File: src/sv/hap_pkg.sv
// Package for the action reply parser: phase codes, character codes, field widths and the parse state type.
package hap_pkg;

  // Parse phases
  localparam logic [2:0] PH_SEEK_COLON  = 3'd0;
  localparam logic [2:0] PH_SKIP_SPACE  = 3'd1;
  localparam logic [2:0] PH_FIELD0      = 3'd2;
  localparam logic [2:0] PH_SEEK_COMMA1 = 3'd3;
  localparam logic [2:0] PH_FIELD1      = 3'd4;
  localparam logic [2:0] PH_SEEK_COMMA2 = 3'd5;
  localparam logic [2:0] PH_FIELD2      = 3'd6;
  localparam logic [2:0] PH_DONE        = 3'd7;

  // Character codes
  localparam logic [7:0] CH_NUL   = 8'h00;
  localparam logic [7:0] CH_COLON = 8'h3A;
  localparam logic [7:0] CH_COMMA = 8'h2C;
  localparam logic [7:0] CH_SPACE = 8'h20;
  localparam logic [7:0] CH_ZERO  = 8'h30;
  localparam logic [7:0] CH_NINE  = 8'h39;

  // Field widths
  localparam int unsigned METHOD_W = 8;
  localparam int unsigned STATUS_W = 16;
  localparam int unsigned LENGTH_W = 32;
  localparam int unsigned OUT_W    = METHOD_W + STATUS_W + LENGTH_W;

  typedef struct packed {
    logic [2:0]          phase;
    logic [METHOD_W-1:0] method;
    logic [STATUS_W-1:0] status;
    logic [LENGTH_W-1:0] length;
  } hap_state_t;

  localparam hap_state_t STATE_INIT = '{phase: PH_SEEK_COLON, method: '0,
                                        status: '0, length: '0};

endpackage

File: src/sv/hap_step.sv
// Next-state logic of the parser: applies one line byte to the parse state.
module hap_step (
  input  hap_pkg::hap_state_t cur,
  input  logic [7:0]          line_byte,
  output hap_pkg::hap_state_t nxt
);

  logic       is_digit;
  logic       is_comma;
  logic [3:0] digit;
  logic [2:0] eff_phase;

  assign is_digit = (line_byte >= hap_pkg::CH_ZERO) && (line_byte <= hap_pkg::CH_NINE);
  assign is_comma = (line_byte == hap_pkg::CH_COMMA);
  assign digit    = 4'(line_byte - hap_pkg::CH_ZERO);

  // A non-space after the colon opens the first field and is parsed as part of it
  always_comb begin
    eff_phase = cur.phase;
    if ((cur.phase == hap_pkg::PH_SKIP_SPACE) && (line_byte != hap_pkg::CH_SPACE)) begin
      eff_phase = hap_pkg::PH_FIELD0;
    end
  end

  // Advance phase and accumulate digits; x10 as shift and add
  always_comb begin
    nxt       = cur;
    nxt.phase = eff_phase;
    case (eff_phase)
      hap_pkg::PH_SEEK_COLON: begin
        if (line_byte == hap_pkg::CH_COLON) nxt.phase = hap_pkg::PH_SKIP_SPACE;
      end
      hap_pkg::PH_SKIP_SPACE: begin
        nxt.phase = hap_pkg::PH_SKIP_SPACE;
      end
      hap_pkg::PH_FIELD0: begin
        if (is_digit) begin
          nxt.method = (cur.method << 3) + (cur.method << 1)
                     + hap_pkg::METHOD_W'(digit);
        end else begin
          nxt.phase = is_comma ? hap_pkg::PH_FIELD1 : hap_pkg::PH_SEEK_COMMA1;
        end
      end
      hap_pkg::PH_SEEK_COMMA1: begin
        if (is_comma) nxt.phase = hap_pkg::PH_FIELD1;
      end
      hap_pkg::PH_FIELD1: begin
        if (is_digit) begin
          nxt.status = (cur.status << 3) + (cur.status << 1)
                     + hap_pkg::STATUS_W'(digit);
        end else begin
          nxt.phase = is_comma ? hap_pkg::PH_FIELD2 : hap_pkg::PH_SEEK_COMMA2;
        end
      end
      hap_pkg::PH_SEEK_COMMA2: begin
        if (is_comma) nxt.phase = hap_pkg::PH_FIELD2;
      end
      hap_pkg::PH_FIELD2: begin
        if (is_digit) begin
          nxt.length = (cur.length << 3) + (cur.length << 1)
                     + hap_pkg::LENGTH_W'(digit);
        end else begin
          nxt.phase = hap_pkg::PH_DONE;
        end
      end
      default: begin
        nxt.phase = hap_pkg::PH_DONE;
      end
    endcase
    // Terminator stops parsing for the rest of the line
    if (line_byte == hap_pkg::CH_NUL) nxt.phase = hap_pkg::PH_DONE;
  end

endmodule

File: src/sv/http_action_reply_parser_top.sv
// Top level of the action reply parser: input register, step logic, result register.
// Takes one reply-line byte per beat at full rate, one beat every cycle unless the
// result side stalls, and returns one result beat (method, status, length) for each
// beat marked with tlast. A byte is held in the input register, where the
// combinational step logic applies it to the parse state; on a tlast beat the result
// is loaded into the output register. The parse state returns to its reset value
// after every tlast beat. Back-pressure on the result side stalls both stages.
module http_action_reply_parser_top (
  input  logic        clk,
  input  logic        rst_n,
  input  logic        in_tvalid,
  output logic        in_tready,
  input  logic [7:0]  in_tdata,   // [7:0] line_byte
  input  logic        in_tlast,   // end_of_line
  output logic        out_tvalid,
  input  logic        out_tready,
  output logic [55:0] out_tdata   // [7:0] method_code, [23:8] status_code,
                                  // [55:24] content_length
);

  logic                s0_valid_r;
  logic [7:0]          s0_byte_r;
  logic                s0_last_r;
  logic                s0_advance;
  hap_pkg::hap_state_t st_r;
  hap_pkg::hap_state_t st_step;
  logic                out_valid_r;
  logic [55:0]         out_data_r;

  // Input stage moves on when the result register is free or being drained
  assign s0_advance = !out_valid_r || out_tready;
  assign in_tready  = !s0_valid_r || s0_advance;

  // Hold the accepted beat
  always_ff @(posedge clk) begin
    if (!rst_n) begin
      s0_valid_r <= 1'b0;
    end else if (in_tready) begin
      s0_valid_r <= in_tvalid;
    end
    if (in_tready && in_tvalid) begin
      s0_byte_r <= in_tdata;
      s0_last_r <= in_tlast;
    end
  end

  hap_step u_step (
    .cur       (st_r),
    .line_byte (s0_byte_r),
    .nxt       (st_step)
  );

  // Update parse state; restart after the last byte of a line
  always_ff @(posedge clk) begin
    if (!rst_n) begin
      st_r <= hap_pkg::STATE_INIT;
    end else if (s0_valid_r && s0_advance) begin
      st_r <= s0_last_r ? hap_pkg::STATE_INIT : st_step;
    end
  end

  // Load the result register on a last byte, drop it once taken
  always_ff @(posedge clk) begin
    if (!rst_n) begin
      out_valid_r <= 1'b0;
    end else if (s0_advance) begin
      out_valid_r <= s0_valid_r && s0_last_r;
    end
    if (s0_advance && s0_valid_r && s0_last_r) begin
      out_data_r <= {st_step.length, st_step.status, st_step.method};
    end
  end

  assign out_tvalid = out_valid_r;
  assign out_tdata  = out_data_r;

endmodule

File: config.mk
export PLATFORM = sky130hd
export DESIGN_NAME = http_action_reply_parser_top
export DESIGN_NICKNAME = d
export VERILOG_FILES = /design/src/sv/hap_pkg.sv /design/src/sv/hap_step.sv /design/src/sv/http_action_reply_parser_top.sv
export SDC_FILE = /design/constraint.sdc
export NUM_CORES = 1
export LEC_CHECK = 0
export BUFFER_PORTS_ARGS = -buffer_cell sky130_fd_sc_hd__clkbuf_2
export CAP_MARGIN = 20
export CORE_ASPECT_RATIO = 1.25
export CORE_MARGIN = 2
export CORE_UTILIZATION = 40
export DETAILED_ROUTE_END_ITERATION = 8
export PLACE_DENSITY = 0.63
export SYNTH_ARGS = -nofsm -noshare
export SYNTH_HDL_FRONTEND = slang
export SYNTH_HIERARCHICAL = 1
export SYNTH_SLANG_ARGS = --single-unit
File: constraint.sdc
create_clock -name clk -period 7.51 [get_ports clk]
set_input_delay 0.751 -clock clk [delete_from_list [all_inputs] [get_ports clk]]
set_output_delay 0.751 -clock clk [all_outputs]
set_load 0.03 [all_outputs]
==> reports/summary.txt, run 1 <==
==================================================================================
Outcome                                                               complete, no violations
Hold WS                                                                  0.4600 ns
Crit path required time                                                    7.77 ns
Min-delay worst type                                                  flip-flop to flip-flop
TritonCTS clock tree                                                          done
Area growth, synth to finish                                                13.80%
Part of the power in registers                                               44.4%
Final sum of negative setup slack                                             0 ns
Routed vias/inst                                                             5.211
Maximum number of pins on one net before global-route repair                    77
Number of top-level pins                                                        71
Power Density                                                         178.1 mW/mm^2
Post-synthesis async set-or-reset flop share                                    0%
Final count of negative-setup-slack endpoints                                    0
Cells taking the most area after synthesis                            edfxtp_1 24%, dfxtp_1 15%, ha_1 14%, mux2i_1 7.4%, nand2_1 5.7%
Final cell count without fillers                                              1162
Minimum setup slack among reg-to-reg paths                                 3.71 ns
Time the final worst path needs with I/O delays and setup                 3.799 ns
Final ANT Viol Nets                                                              0
Library cells used by synthesis                                                 64
Average wire per cell in the routed design                                15.31 um
Total count of max-transition violations in the final report                     0
Combinational fraction of design power                                        5.1%
Peak fanout along the critical path                                              6
Worst min-delay path endpoint                                         st_r[47]$_SDFFE_PN0P_
Switching power total                                                    0.3945 mW
Biggest area consumer among synthesized cells                             edfxtp_1
Initial core utilization                                                    40.81%
Final HPWL from detailed placement                                        12150 um
Wire length of the first global-routing pass                              29880 um
#FFs+latches synth                                                             126
Die extent in y                                                           164.4 um
Fraction of power spent switching nets                                      23.64%
Clock network latency to the later pin of the worst-skew pair              0.43 ns
Buffers inserted by post-CTS timing repair                                       0
Post-detailed-route DRC marker count                                             0
Clock Power Share                                                            50.4%
Most common library cell in the layout ignoring fill and taps              nand2_1
Synthesized instance count                                                     825
Site Rows                                                                       58
Top_reg_cell synth                                                        edfxtp_1
Clock transition at path regs                                              0.06 ns
GRT Residual Overflow                                                            0
DR vias                                                                       6055
Sink Count                                                                     126
Arrival time at the worst endpoint                                         4.06 ns
Vias in the first global route                                                5968
Mean instance size in the synthesized netlist                          9.981 sq um
RePlAce Congestion                                                          0.8345
Max VDD drop                                                             0.1439 mV
Syn. warnings                                                                    6
R2R depth                                                                       14
Cell at the root of the clock tree                                       clkbuf_16
Final Hold Viols                                                                 0
Post-synth EDFFs                                                                65
Number of diodes added for antenna fixing                                        0
Total of buffers placed on input and output ports                               70
Die area                                                              0.02176 sq mm
Skew final                                                             0.009265 ns
Total of cells resized after clock tree synthesis                                0
Number of nets in the synthesized netlist                                      938
Core Footprint                                                        0.02017 sq mm
LEAKAGE                                                                   3.873 nW
Commonest cells after routing, fill and taps aside                    126 x nand2_1, 94 x ha_1, 69 x clkbuf_2
Setup repair after global routing missed its margin                          false
Number of nets in the finished design                                          992
Post-synthesis sequential area ratio                                        38.54%
Clock buffer count from CTS                                                     17
Final Cycle Share                                                           50.59%
Capture instance of the worst register-to-register path               st_r[26]$_SDFFE_PN0P_
Slew at the pin closest to its max-slew limit                             1.117 ns
Share of final-layout standard cells stronger than drive strength 1         15.25%
Width of the die                                                          132.3 um
Max Cap Viol                                                                     0
Worst hold path depth                                                            2
DRT Wirelength                                                            17790 um
Kind of end point of the critical path                                   flip-flop
Post-synthesis instance area                                          0.008234 sq mm
Kind of launch point of the worst setup path                             flip-flop
DP Cell Count                                                                 1130
Hold-fix buffers, CTS                                                            0
Startpoint of the most critical hold path                             st_r[47]$_SDFFE_PN0P_
Yosys top cell area share                                                   23.70%
CP Class                                                              flip-flop to flip-flop
DRC marker count from the first detailed-route iteration                       328
Fmax                                                                    0.2632 GHz
First drt pass iteration count                                                   6
Area of placed instances                                              0.008767 sq mm
Critical R2R Launch                                                   s0_byte_r[3]$_DFFE_PP_
Number of antenna violations at the first check in global routing                0
Final design area excluding fillers                                   0.009370 sq mm
Max-Slew Margin vs Limit                                                    25.51%
Number of H-tree branching levels                                                4
Internal Power                                                            1.274 mW
Number of buffers between clock root and the deepest sink                        2
Gr usage total                                                              17.11%
==================================================================================
-- layer usage --
layer / global-route usage [%] / vias up / routed length, um
li1: - / 3109 / -
met1: 19.79 / 2864 / 7924
met5: 0 / - / 0
met2: 31.68 / 68 / 9152
met3: 3.775 / 14 / 519
met4: 4.985 / 0 / 191
-- registers in the layout, indices dropped and copies added (netlist names) --
signal      flops
out_tdata      56
s0_valid_r      1
st_r           59
s0_byte_r       8
out_tvalid      1
s0_last_r       1
-- area by class of cell --
| cell class | count | area (sq um) |
|---|---|---|
| clock inverters | 14 | 152.6 |
| multi-input cells | 636 | 4780 |
| inverters | 23 | 86.33 |
| clock buffers | 18 | 450.4 |
| flip-flops and latches | 126 | 3173 |
| well taps | 270 | 337.8 |
| repair buffers | 75 | 390.4 |
| fillers | 1983 | 10800 |
-- logic make-up (layout without fill, tap and decap cells) --
group	after synthesis	in the layout	share of synthesized area, %
adder cells (fa/ha/maj)	100	100	15.74
flip-flops	126	126	38.54
AO/OA/AOI/OAI	161	161	12.26
AND/OR/NAND/NOR	258	258	16.32
XOR/XNOR	45	45	4.787
buffers and inverters	63	130	3.434
multiplexers	72	72	8.920
-- worst max-delay path: stages (launching register included) --
cell,delay (ns)
edfxtp_1,0.50
inv_1,0.11
fa_1,0.46
fa_1,0.47
and2b_1,0.24
o31ai_2,0.09
o41ai_2,0.41
o2111ai_1,0.21
a21boi_1,0.24
o211ai_1,0.13
a21oi_1,0.19
mux2i_1,0.20
o311ai_0,0.18
nand3b_1,0.13
mux2i_1,0.08
-- through the flow --
stage / worst slack, ns / util, % / total power [mW]
floorplan: 4.146 / - / 0.8193
global placement: 3.779 / 43.46 / 0.8438
detailed placement: 3.717 / 43.46 / 0.8443
CTS: 3.695 / 46.45 / 1.697
global route: 3.450 / 46.45 / 1.732
finish: 3.711 / 46.45 / 1.669
-- worst max-delay path by stage --
stage	start	to	slack (ns)	cells after the start
global placement	s0_byte_r[3]$_DFFE_PP_	st_r[26]$_SDFFE_PN0P_	3.78	14
global route	s0_byte_r[3]$_DFFE_PP_	st_r[26]$_SDFFE_PN0P_	3.45	14
detailed placement	s0_byte_r[3]$_DFFE_PP_	st_r[26]$_SDFFE_PN0P_	3.72	14
CTS	s0_byte_r[3]$_DFFE_PP_	st_r[26]$_SDFFE_PN0P_	3.69	14
floorplan	s0_byte_r[3]$_DFFE_PP_	out_tdata[50]$_DFFE_PP_	4.15	12
finish	s0_byte_r[3]$_DFFE_PP_	st_r[26]$_SDFFE_PN0P_	3.71	14
-- synthesized netlist by cell type, drive strengths merged, types with 5 or more instances --
master,instances
mux2i,61
xor2,20
buf,11
o21bai,6
xnor2,25
nor2b,5
nor2,21
mux2,11
dfxtp,61
inv,23
clkbuf,29
fa,6
ha,94
nand2b,7
nor3,7
o21ai,63
a21o,13
edfxtp,65
a21oi,42
and3,6
and2,7
nand2,127
nand3b,59
-- power by group through the flow --
stage                     Combinational, mW  Clock [mW]  Sequential (mW)
after floorplan                      0.0430           0            0.776
after global placement               0.0872           0            0.757
after detailed placement             0.0878           0            0.757
after CTS                            0.0877       0.868            0.742
after global routing                 0.0930       0.896            0.743
final                                0.0857       0.842            0.742
Power figures use the tool's default switching activity.
==> run 2: changes to the inputs <==
Clock period 7.51 ns to 3.6 ns, I/O delays scaled along.
==> run 2 against run 1 <==
Fmax is 10% higher. Critical path depth is 1 higher. Sequential share of layout area is 0.83 points lower.
==> reports/summary.txt, run 2 (synthesis results as in run 1) <==
==================================================================================
Worst hold path depth                                                            1   -1
Max VDD drop                                                             0.2937 mV   +100%
Clock network latency to the later pin of the worst-skew pair              0.43 ns   about the same
Largest stage delay, worst path                                            0.44 ns   -0.06 ns
Number of H-tree branching levels                                                4   unchanged
Final Cycle Share                                                           95.75%   +45 points
Final sum of negative setup slack                                             0 ns   unchanged
Site Rows                                                                       58   unchanged
Slowest CP cell                                                               fa_1
Max-Slew Margin vs Limit                                                    30.89%   +5.4 points
Number of top-level pins                                                        71   unchanged
DRC marker count from the first detailed-route iteration                       322   -1.8%
Crit path top cell by count                                                mux2i_1
Total of buffers placed on input and output ports                               70   unchanged
Worst min-delay path endpoint                                         s0_byte_r[7]$_DFFE_PP_
Setup repair after global routing missed its margin                           true
Routed met3 length                                                          525 um   +1.2%
Total count of max-transition violations in the final report                     0   unchanged
Final ANT Viol Nets                                                              0   unchanged
Power Density                                                         359.9 mW/mm^2   +100%
Startpoint of the most critical hold path                              in_tdata[7]
Routed vias/inst                                                             5.225   +0.28%
DR vias                                                                       6166   +1.8%
Area of placed instances                                              0.008885 sq mm   +1.3%
R2R depth                                                                       15   +1
Clock transition at path regs                                              0.06 ns   about the same
Minimum setup slack among reg-to-reg paths                                 0.15 ns   -3.56 ns
Critical R2R Launch                                                   s0_byte_r[3]$_DFFE_PP_
Uppermost layer routed                                                        met4
Min-delay worst type                                                  input port to flip-flop
Final core utilization                                                      47.61%   +1.2 points
Max Cap Viol                                                                     0   unchanged
Core Footprint                                                        0.02017 sq mm   unchanged
Flip-flop count of the largest register, all copies and words added             59   unchanged
Average wire per cell in the routed design                                15.21 um   -0.67%
Met2 routed wirelength                                                     9029 um   -1.3%
Number of buffers between clock root and the deepest sink                        2   unchanged
RePlAce Congestion                                                          0.8820   +5.7%
Die area                                                              0.02176 sq mm   unchanged
Final HPWL from detailed placement                                        12210 um   +0.50%
Met1 Wirelength                                                            8030 um   +1.3%
Peak fanout along the critical path                                              2   -4
Width of the die                                                          132.3 um   unchanged
CP Cell Sequence                                                      inv_2, fa_1, fa_2, and2b_2, o31ai_4, o41ai_2, buf_4, o2111ai_4, a21boi_2, o211ai_1, a21oi_2, mux2i_1, o311ai_2, nand3b_1, mux2i_1
Initial core utilization                                                    40.81%   unchanged
Outcome                                                               complete, no violations
Clock buffer count from CTS                                                     17   unchanged
Final critical-path setup slack                                          0.1529 ns   -3.558 ns
Cell at the root of the clock tree                                       clkbuf_16
Sink Count                                                                     126   unchanged
WP buf/inv                                                                       2   +1
Share of final-layout standard cells stronger than drive strength 1         18.35%   +3.1 points
Worst slack at placement                                                0.01386 ns   -3.704 ns
Commonest cells after routing, fill and taps aside                    126 x nand2_1, 92 x ha_1, 69 x clkbuf_2
Crit path required time                                                    3.91 ns   -3.86 ns
Arrival time at the worst endpoint                                         3.75 ns   -0.31 ns
CP Class                                                              flip-flop to flip-flop
Area growth, synth to finish                                                16.65%
Wire length of the first global-routing pass                              29610 um   -0.90%
LEAKAGE                                                                   3.964 nW   +2.3%
Most common library cell in the layout ignoring fill and taps              nand2_1
Kind of end point of the critical path                                   flip-flop
Total power                                                               3.457 mW   +110%
Die extent in y                                                           164.4 um   unchanged
Hold-fix buffers, CTS                                                            0   unchanged
Number of diodes added for antenna fixing                                        0   unchanged
Fmax                                                                    0.2901 GHz   +10%
DRT Wirelength                                                            17940 um   +0.87%
Register containing the most flip-flops in the final layout                   st_r
Post-detailed-route DRC marker count                                             0   unchanged
Final count of negative-setup-slack endpoints                                    0   unchanged
Number of antenna violations at the first check in global routing                0   unchanged
Number of nets in the finished design                                         1010   +1.8%
Time the final worst path needs with I/O delays and setup                 3.447 ns   -0.3521 ns
Maximum number of pins on one net before global-route repair                   119   +55%
Kind of launch point of the worst setup path                             flip-flop
Final Hold Viols                                                                 0   unchanged
Vias in the first global route                                                6049   +1.4%
Gate family responsible for the most delay along the worst path       compound AO/OA/AOI/OAI gates
First drt pass iteration count                                                   4   -2
TritonCTS clock tree                                                          done
Final-layout fill cell count                                                  1942   -2.1%
Skew final                                                              0.01023 ns   +0.0009696 ns
Final design area excluding fillers                                   0.009605 sq mm   +2.5%
GRT Residual Overflow                                                            0   unchanged
Gr usage total                                                              17.05%   -0.063 points
Slew at the pin closest to its max-slew limit                             1.037 ns   -0.08065 ns
Capture instance of the worst register-to-register path               st_r[26]$_SDFFE_PN0P_
==================================================================================
[run 2: cell count changes in the layout (fill, tap and decap cells not counted), sizes merged]
cell,before,now
inv,29,28
clkinv,5,7
buf,6,24
clkbuf,87,86
[run 2: report_power, final]
part	internal (mW)	switching [mW]	leakage, nW	total, mW
Clock	1.03	0.694	0.289	1.72
Combinational	0.0625	0.129	2.62	0.191
Sequential	1.53	0.0121	1.06	1.54
Total	2.62	0.834	3.96	3.46
[run 2: worst max-delay path by stage]
| stage | depth (start not counted) | start | endpoint | slack, ns |
|---|---|---|---|---|
| after global routing | 15 | s0_byte_r[3]$_DFFE_PP_ | st_r[26]$_SDFFE_PN0P_ | -0.09 |
| after floorplan | 12 | s0_byte_r[3]$_DFFE_PP_ | out_tdata[50]$_DFFE_PP_ | 0.24 |
| after global placement | 14 | s0_byte_r[3]$_DFFE_PP_ | st_r[26]$_SDFFE_PN0P_ | 0.05 |
| after CTS | 16 | st_r[0]$_SDFFE_PN0P_ | st_r[23]$_SDFFE_PN0P_ | 0.1 |
| after detailed placement | 14 | s0_byte_r[3]$_DFFE_PP_ | st_r[26]$_SDFFE_PN0P_ | 0.01 |
| final | 15 | s0_byte_r[3]$_DFFE_PP_ | st_r[26]$_SDFFE_PN0P_ | 0.15 |
[run 2: final cells by class]
type                       count  area (sq um)  share of cell area (%)
inverter                      23         86.33                  0.8988
timing repair buffer          93         558.0                   5.810
multi-input combinational    636          4863                   50.63
clock buffer                  17         425.4                   4.429
clock inverter                15         161.4                   1.680
sequential                   126          3173                   33.03
tap                          270         337.8                   3.517
[run 2: stage by stage]
stage | hold WS [ns] | std cells
after floorplan | 0.4335 | 825
after global routing | 0.09409 | 1180
final | 0.1059 | 1180
after detailed placement | 0.4574 | 1144
after global placement | 0.4468 | 1144
after CTS | 0.08709 | 1176
[run 2: routing by layer]
| layer | vias up | track usage [%] |
|---|---|---|
| met5 | - | 0 |
| met4 | 0 | 6.940 |
| met3 | 32 | 3.161 |
| met2 | 108 | 30.90 |
| met1 | 2891 | 19.86 |
| li1 | 3135 | - |
[run 2: repair_timing]
item / CTS / global route
resized for setup: 0 / 23
pin swaps: 1 / 10
setup endpoints to repair: 1 / 13
buffers inserted: 0 / 3
